--- src/rtl/crcwfd_pkg.sv ---
`timescale 1ns / 1ps
`default_nettype none

package crcwfd_pkg;

    localparam logic [7:0] CRC_INIT        = 8'hFF;
    localparam logic [7:0] CRC_POLY        = 8'h31;
    localparam logic [3:0] MAX_VALUES      = 4'd10;
    localparam int         BYTES_PER_VALUE = 6;
    localparam logic [3:0] VALUES_RESET    = 4'd4;

    // byte phase inside one value: data, data, crc, data, data, crc
    localparam logic [2:0] PH_FIRST  = 3'd0;
    localparam logic [2:0] PH_CRC_HI = 3'd2;
    localparam logic [2:0] PH_CRC_LO = 3'd5;

    typedef logic [1:0] t_status;
    localparam t_status STATUS_OK        = 2'd0;
    localparam t_status STATUS_CRC_ERR   = 2'd1;
    localparam t_status STATUS_NONFINITE = 2'd2;

    // crc-8, msb first, no final xor
    function automatic logic [7:0] crc_byte(input logic [7:0] crc, input logic [7:0] b);
        logic [7:0] c;
        c = crc ^ b;
        for (int i = 0; i < 8; i++) begin
            if (c[7]) begin
                c = {c[6:0], 1'b0} ^ CRC_POLY;
            end else begin
                c = {c[6:0], 1'b0};
            end
        end
        return c;
    endfunction

endpackage

`default_nettype wire

--- src/rtl/crc_checked_word_frame_decoder_unit.sv ---
`timescale 1ns / 1ps
`default_nettype none
// output: a result is registered and shows in the output register in the cycle after its last byte transfer
// throughput: one byte per cycle, set by the byte-wide crc update and value assembly
// feeding the output register; input stalls only while a held result is stalled
// reset: synchronous, active low; clears frame state, sets values_used to 4

module crc_checked_word_frame_decoder_unit #(
    parameter int FRAME_BYTES = 60
) (
    input  wire logic        i_clk,
    input  wire logic        i_rst_n,
    input  wire logic        i_cfg_we,
    input  wire logic [3:0]  i_cfg_data,
    input  wire logic        i_in_valid,
    output logic             o_in_stall,
    input  wire logic [7:0]  i_rx_byte,
    input  wire logic        i_frame_start,
    output logic             o_out_valid,
    input  wire logic        i_out_stall,
    output logic [31:0]      o_value_bits,
    output logic [3:0]       o_value_index,
    output logic             o_value_crc_ok,
    output logic             o_value_finite,
    output logic [1:0]       o_frame_status,
    output logic             o_last
);

    localparam int         POS_W = $clog2(FRAME_BYTES + 1);
    localparam logic [3:0] CAP   = 4'(FRAME_BYTES / crcwfd_pkg::BYTES_PER_VALUE);

    logic [POS_W-1:0] r_pos, n_pos, c_pos;
    logic [2:0]       r_phase, n_phase, c_phase;
    logic [3:0]       r_idx, n_idx, c_idx;
    logic [7:0]       r_crc, n_crc, c_crc;
    logic [31:0]      r_buf, n_buf, c_buf;
    logic             r_crc_good, n_crc_good, c_crc_good;
    logic             r_crc_failed, n_crc_failed, c_crc_failed;
    logic             r_nonfinite, n_nonfinite, c_nonfinite;
    logic [3:0]       r_values_used;
    logic [3:0]       eff_cnt;

    logic             accept;
    logic             emit;
    logic             finite;
    logic             is_last;
    crcwfd_pkg::t_status status;

    logic                r_out_valid;
    logic [31:0]         r_value_bits;
    logic [3:0]          r_value_index;
    logic                r_value_crc_ok;
    logic                r_value_finite;
    crcwfd_pkg::t_status r_frame_status;
    logic                r_last;

    assign o_in_stall = r_out_valid & i_out_stall;
    assign accept     = i_in_valid & ~o_in_stall;

    always_comb begin
        eff_cnt = r_values_used;
        if (eff_cnt == 4'd0) begin
            eff_cnt = 4'd1;
        end
        if (eff_cnt > crcwfd_pkg::MAX_VALUES) begin
            eff_cnt = crcwfd_pkg::MAX_VALUES;
        end
        if (eff_cnt > CAP) begin
            eff_cnt = CAP;
        end
    end

    always_comb begin
        // frame start clears everything before the byte counts as byte 0
        if (i_frame_start) begin
            c_pos        = '0;
            c_phase      = '0;
            c_idx        = '0;
            c_crc        = crcwfd_pkg::CRC_INIT;
            c_buf        = '0;
            c_crc_good   = 1'b1;
            c_crc_failed = 1'b0;
            c_nonfinite  = 1'b0;
        end else begin
            c_pos        = r_pos;
            c_phase      = r_phase;
            c_idx        = r_idx;
            c_crc        = r_crc;
            c_buf        = r_buf;
            c_crc_good   = r_crc_good;
            c_crc_failed = r_crc_failed;
            c_nonfinite  = r_nonfinite;
        end

        n_pos        = c_pos;
        n_phase      = c_phase;
        n_idx        = c_idx;
        n_crc        = c_crc;
        n_buf        = c_buf;
        n_crc_good   = c_crc_good;
        n_crc_failed = c_crc_failed;
        n_nonfinite  = c_nonfinite;
        emit         = 1'b0;

        // bytes past the end of the frame are dropped until the next frame start
        if (c_pos < POS_W'(FRAME_BYTES)) begin
            n_pos = c_pos + POS_W'(1);
            if (c_phase == crcwfd_pkg::PH_CRC_LO) begin
                n_phase = crcwfd_pkg::PH_FIRST;
                n_idx   = c_idx + 4'd1;
            end else begin
                n_phase = c_phase + 3'd1;
            end

            if (c_phase == crcwfd_pkg::PH_FIRST) begin
                n_crc_good = 1'b1;
            end

            if (c_phase == crcwfd_pkg::PH_CRC_HI || c_phase == crcwfd_pkg::PH_CRC_LO) begin
                if (c_crc != i_rx_byte) begin
                    n_crc_good = 1'b0;
                end
                n_crc = crcwfd_pkg::CRC_INIT;
            end else begin
                n_crc = crcwfd_pkg::crc_byte(c_crc, i_rx_byte);
                n_buf = {c_buf[23:0], i_rx_byte};
            end

            emit = (c_phase == crcwfd_pkg::PH_CRC_LO) && (c_idx < eff_cnt);
        end

        finite  = (n_buf[30:23] != 8'hFF);
        is_last = ((c_idx + 4'd1) == eff_cnt);
        if (emit) begin
            if (!n_crc_good) begin
                n_crc_failed = 1'b1;
            end
            if (!finite) begin
                n_nonfinite = 1'b1;
            end
        end

        status = crcwfd_pkg::STATUS_OK;
        if (is_last) begin
            if (n_crc_failed) begin
                status = crcwfd_pkg::STATUS_CRC_ERR;
            end else if (n_nonfinite) begin
                status = crcwfd_pkg::STATUS_NONFINITE;
            end
        end
    end

    always_ff @(posedge i_clk) begin
        if (!i_rst_n) begin
            r_values_used <= crcwfd_pkg::VALUES_RESET;
        end else if (i_cfg_we) begin
            r_values_used <= i_cfg_data;
        end
    end

    always_ff @(posedge i_clk) begin
        if (!i_rst_n) begin
            r_pos        <= '0;
            r_phase      <= '0;
            r_idx        <= '0;
            r_crc        <= crcwfd_pkg::CRC_INIT;
            r_buf        <= '0;
            r_crc_good   <= 1'b1;
            r_crc_failed <= 1'b0;
            r_nonfinite  <= 1'b0;
        end else if (accept) begin
            r_pos        <= n_pos;
            r_phase      <= n_phase;
            r_idx        <= n_idx;
            r_crc        <= n_crc;
            r_buf        <= n_buf;
            r_crc_good   <= n_crc_good;
            r_crc_failed <= n_crc_failed;
            r_nonfinite  <= n_nonfinite;
        end
    end

    always_ff @(posedge i_clk) begin
        if (!i_rst_n) begin
            r_out_valid <= 1'b0;
        end else if (accept && emit) begin
            r_out_valid <= 1'b1;
        end else if (!i_out_stall) begin
            r_out_valid <= 1'b0;
        end
    end

    always_ff @(posedge i_clk) begin
        if (accept && emit) begin
            r_value_bits   <= n_buf;
            r_value_index  <= c_idx;
            r_value_crc_ok <= n_crc_good;
            r_value_finite <= finite;
            r_frame_status <= status;
            r_last         <= is_last;
        end
    end

    assign o_out_valid    = r_out_valid;
    assign o_value_bits   = r_value_bits;
    assign o_value_index  = r_value_index;
    assign o_value_crc_ok = r_value_crc_ok;
    assign o_value_finite = r_value_finite;
    assign o_frame_status = r_frame_status;
    assign o_last         = r_last;

endmodule

`default_nettype wire

--- config.mk ---
export PLATFORM = sky130hd
export DESIGN_NAME = crc_checked_word_frame_decoder_unit
export DESIGN_NICKNAME = d
export VERILOG_FILES = /design/src/rtl/crcwfd_pkg.sv /design/src/rtl/crc_checked_word_frame_decoder_unit.sv
export SDC_FILE = /design/constraint.sdc
export NUM_CORES = 1
export LEC_CHECK = 0
export BUFFER_PORTS_ARGS = -buffer_cell sky130_fd_sc_hd__buf_4
export CAP_MARGIN = 5
export CORE_UTILIZATION = 45
export DETAILED_ROUTE_END_ITERATION = 7
export GPL_TIMING_DRIVEN = 0
export PLACE_DENSITY = 0.68
export SLEW_MARGIN = 20
export SYNTH_ARGS = -nofsm -noshare
export SYNTH_HDL_FRONTEND = slang
export SYNTH_SLANG_ARGS = --single-unit
--- constraint.sdc ---
create_clock -name i_clk -period 6.3 [get_ports i_clk]
set_input_delay 1.26 -clock i_clk [delete_from_list [all_inputs] [get_ports i_clk]]
set_output_delay 1.26 -clock i_clk [all_outputs]
set_load 0.005 [all_outputs]
==> metrics <==
mean post-synth cell area 9.203 sq um; kind of cell adding the most delay to the critical path buffers and inverters; Clock Sink Count around 100; crit path kind input pin to register; first-pass GRT wire length just under 20,000 um; Initial Util 0.4605; Worst path depth 13; Setup Fix Bufs, Post-CTS 0; number of diodes 0; Max H-tree Level 3; ANT nets after route 0; Worst Tran Pin Value slightly below 0.7 ns; worst path required time around 6.4 ns; maximum VDD drop between 0.0001 and 0.00015 V; DP Worst Slack 1.403 ns; share of cells above drive strength 1 0.1596; gr usage total 0.2158; relative slew slack 0.5418; synthesized cell area around 0.005 sq mm; pin count of the biggest net entering global routing 31; Root Driver clkbuf_8; Achievable Freq between 200 and 250 MHz; Synth Area in XOR/XNOR 0.05035; hpwl dp around 8400 um; total CTS buffers 9; IO Pins between 60 and 70; adder-cell share of the synthesized area 0.01712; max cap viols 0; status finished, final reports clean; vias 4,062; mux contribution to synthesized area 0.01007; Worst Path Max Fanout 30; most frequent CP cell buf_2; RR Endpoint o_value_bits[10]$_DFFE_PP_; syn nets about 560; Synth Area in Compound Gates 0.1750; commonest register cell after synthesis dfxtp_1; Reg2Reg Launch Point r_values_used[2]$_SDFFE_PN1P_; vias per cell between 5 and 6; element type at the critical path start input pin; Fin. Hold Viols 0; die area about 0.011 sq mm; vias in the first global route 3,935; final WL around 12,000 um; detail-routed net length per standard cell between 15 and 20 um; total gr overflow 0; Final Worst Setup Slack 1.773 ns; critical path's slowest cell buf_1; TritonCTS clock tree built; global-route track usage on met3 0.03830; drt first pass iters 5; flops & latches, synth 102; Cell Chain, Critical Path buf_4, buf_2, buf_2, buf_2, buf_1, nor2b_1, ha_1, nor2b_1, o21a_1, o21ai_0, nand2_1, nor2_4, buf_12; Synth Instances 540; FP Rows 38; busiest grt layer met2; Port-buffer cells 57; Post-synth EDFFs about 40; Post-synth top cells 127 x nand2_1, 61 x dfxtp_1, 41 x edfxtp_1; R2R Setup Slk 3.73 ns; fin nets ~630; CORE AREA around 0.011 sq mm; post-synthesis cell type count 60; initial antenna violation count 0; Yosys top cell by area edfxtp_1; cts repair resizes 0; classification of the worst-slack hold path register to register; Seq/Total Area, Yosys 0.4935; Slew Viols, Final 0; die height between 100 and 150 um; DR iter-0 viols 250; min-delay src r_buf[31]$_SDFFE_PN0P_; Critical Path Max Stage Delay roughly 0.53 ns; Worst-Skew Late Latency roughly 0.38 ns; Period Utilization, post-route 0.7186; Final setup viols 0; ys async rst share 0; post-synth top area share 0.2477; DRC 0; met1 Use GR 0.2770; final RePlAce weighted congestion around 0.85; simple-gate share of the synthesized area 0.2180; hold-fix buffers at CTS 0; most frequent cell after synthesis nand2_1; GRT met2 Usage 0.3654; post-route minimum period 4.527 ns; largest family of logic cells by synthesized area simple AND/OR/NAND/NOR gates; clk_skew around 0.013 ns; Max Root-Sink Buffers 2; filler instances ~980; Synth area leaders edfxtp_1 25%, dfxtp_1 25%, nand2_1 9.6%, a21boi_0 5.9%, nand3_1 3.2%; Worst Path Arrival 4.62 ns; R2R cell count 8; final core occ 0.5396; critical path endpoint o_value_bits[10]$_DFFE_PP_; clk slew on worst S/H paths around 0.1 ns; RSZ-0062 raised after global routing false; crit path launch i_frame_start; total negative slack 0 ns; critical path endpoint category register; power per cell area ~240 mW/mm^2; crit path buf inv count 6; Layout area overhead 17.20%; Yosys warning total 0; Final Power between 0.001 and 0.0015 W; Die Wd ~110 um; P_leak 2.105 nW
-- tightest hold or removal path, stage by stage, from the launching register on --
cell and delay (ns):
dfxtp_1 0.32, nand2_1 0.05, a21boi_0 0.06
-- layer usage --
metal	vias up	share of wire	routed length (um)
met5	-	0	0
met4	0	0.018	204
met3	23	0.045	521
met2	112	0.49	5644
met1	1900	0.45	5186
li1	2027	-	-
-- cells in the final DEF (no fill, tap or decap), types with 9 or more instances in the layout --
| cell type | synthesis | layout |
|---|---|---|
| nand3_1 | 32 | 32 |
| xnor2_1 | 16 | 16 |
| o21ai_0 | 20 | 20 |
| nor2b_1 | 17 | 17 |
| a21boi_0 | 39 | 39 |
| a21oi_1 | 29 | 29 |
| clkbuf_1 | 19 | 19 |
| clkbuf_8 | 0 | 9 |
| buf_2 | 11 | 11 |
| buf_4 | 1 | 58 |
| edfxtp_1 | 41 | 41 |
| dfxtp_1 | 61 | 61 |
| nand2_1 | 127 | 127 |
| nor2_1 | 19 | 18 |
-- worst min path at each step --
stage	to	slack (ns)	cells after the start
after detailed placement	r_buf[31]$_SDFFE_PN0P_	0.46	2
after global placement	r_buf[31]$_SDFFE_PN0P_	0.46	2
after floorplan	r_buf[31]$_SDFFE_PN0P_	0.44	2
after global routing	r_buf[31]$_SDFFE_PN0P_	0.50	2
after CTS	r_buf[31]$_SDFFE_PN0P_	0.47	2
final	r_buf[31]$_SDFFE_PN0P_	0.47	2
-- flip-flops by register name, summed over array words and instances, names as in the netlist --
| register | cells |
|---|---|
| o_frame_status | 2 |
| o_last | 1 |
| o_out_valid | 1 |
| o_value_bits | 32 |
| o_value_crc_ok | 1 |
| o_value_finite | 1 |
| o_value_index | 4 |
| r_buf | 32 |
| r_crc | 8 |
| r_crc_failed | 1 |
| r_crc_good | 1 |
| r_idx | 4 |
| r_nonfinite | 1 |
| r_phase | 3 |
| r_pos | 6 |
| r_values_used | 4 |
-- cells by family after synthesis --
family / count (synthesis)
multiplexers: 5
adder cells (fa/ha/maj): 7
flip-flops: 102
AND/OR/NAND/NOR: 233
AO/OA/AOI/OAI: 126
XOR/XNOR: 26
buffers and inverters: 41
-- final cells by class --
cell class	instances	area, sq um	area share
Buffer	36	160.2	0.02750
Multi-Input combinational cell	397	2346	0.4028
Sequential cell	102	2452	0.4211
Clock inverter	7	100.1	0.01719
Timing Repair Buffer	58	447.9	0.07691
Inverter	5	18.77	0.003222
Clock buffer	9	123.9	0.02127
Tap cell	140	175.2	0.03008
-- through the flow --
stage	hold slack, ns	std cells	instance area [sq um]
finish	0.4709	754	5824
global route	0.5007	754	5824
CTS	0.4737	754	5824
detailed placement	0.4589	738	5600
global placement	0.4581	737	5573
floorplan	0.4437	540	4970
-- power by group --
part	switching [W]	internal [W]
registers	0.0000265	0.000705
clock network	0.000241	0.000229
logic	0.000116	0.0000951
total	0.000384	0.00103
Note: power is estimated with default switching activity, not from simulation.
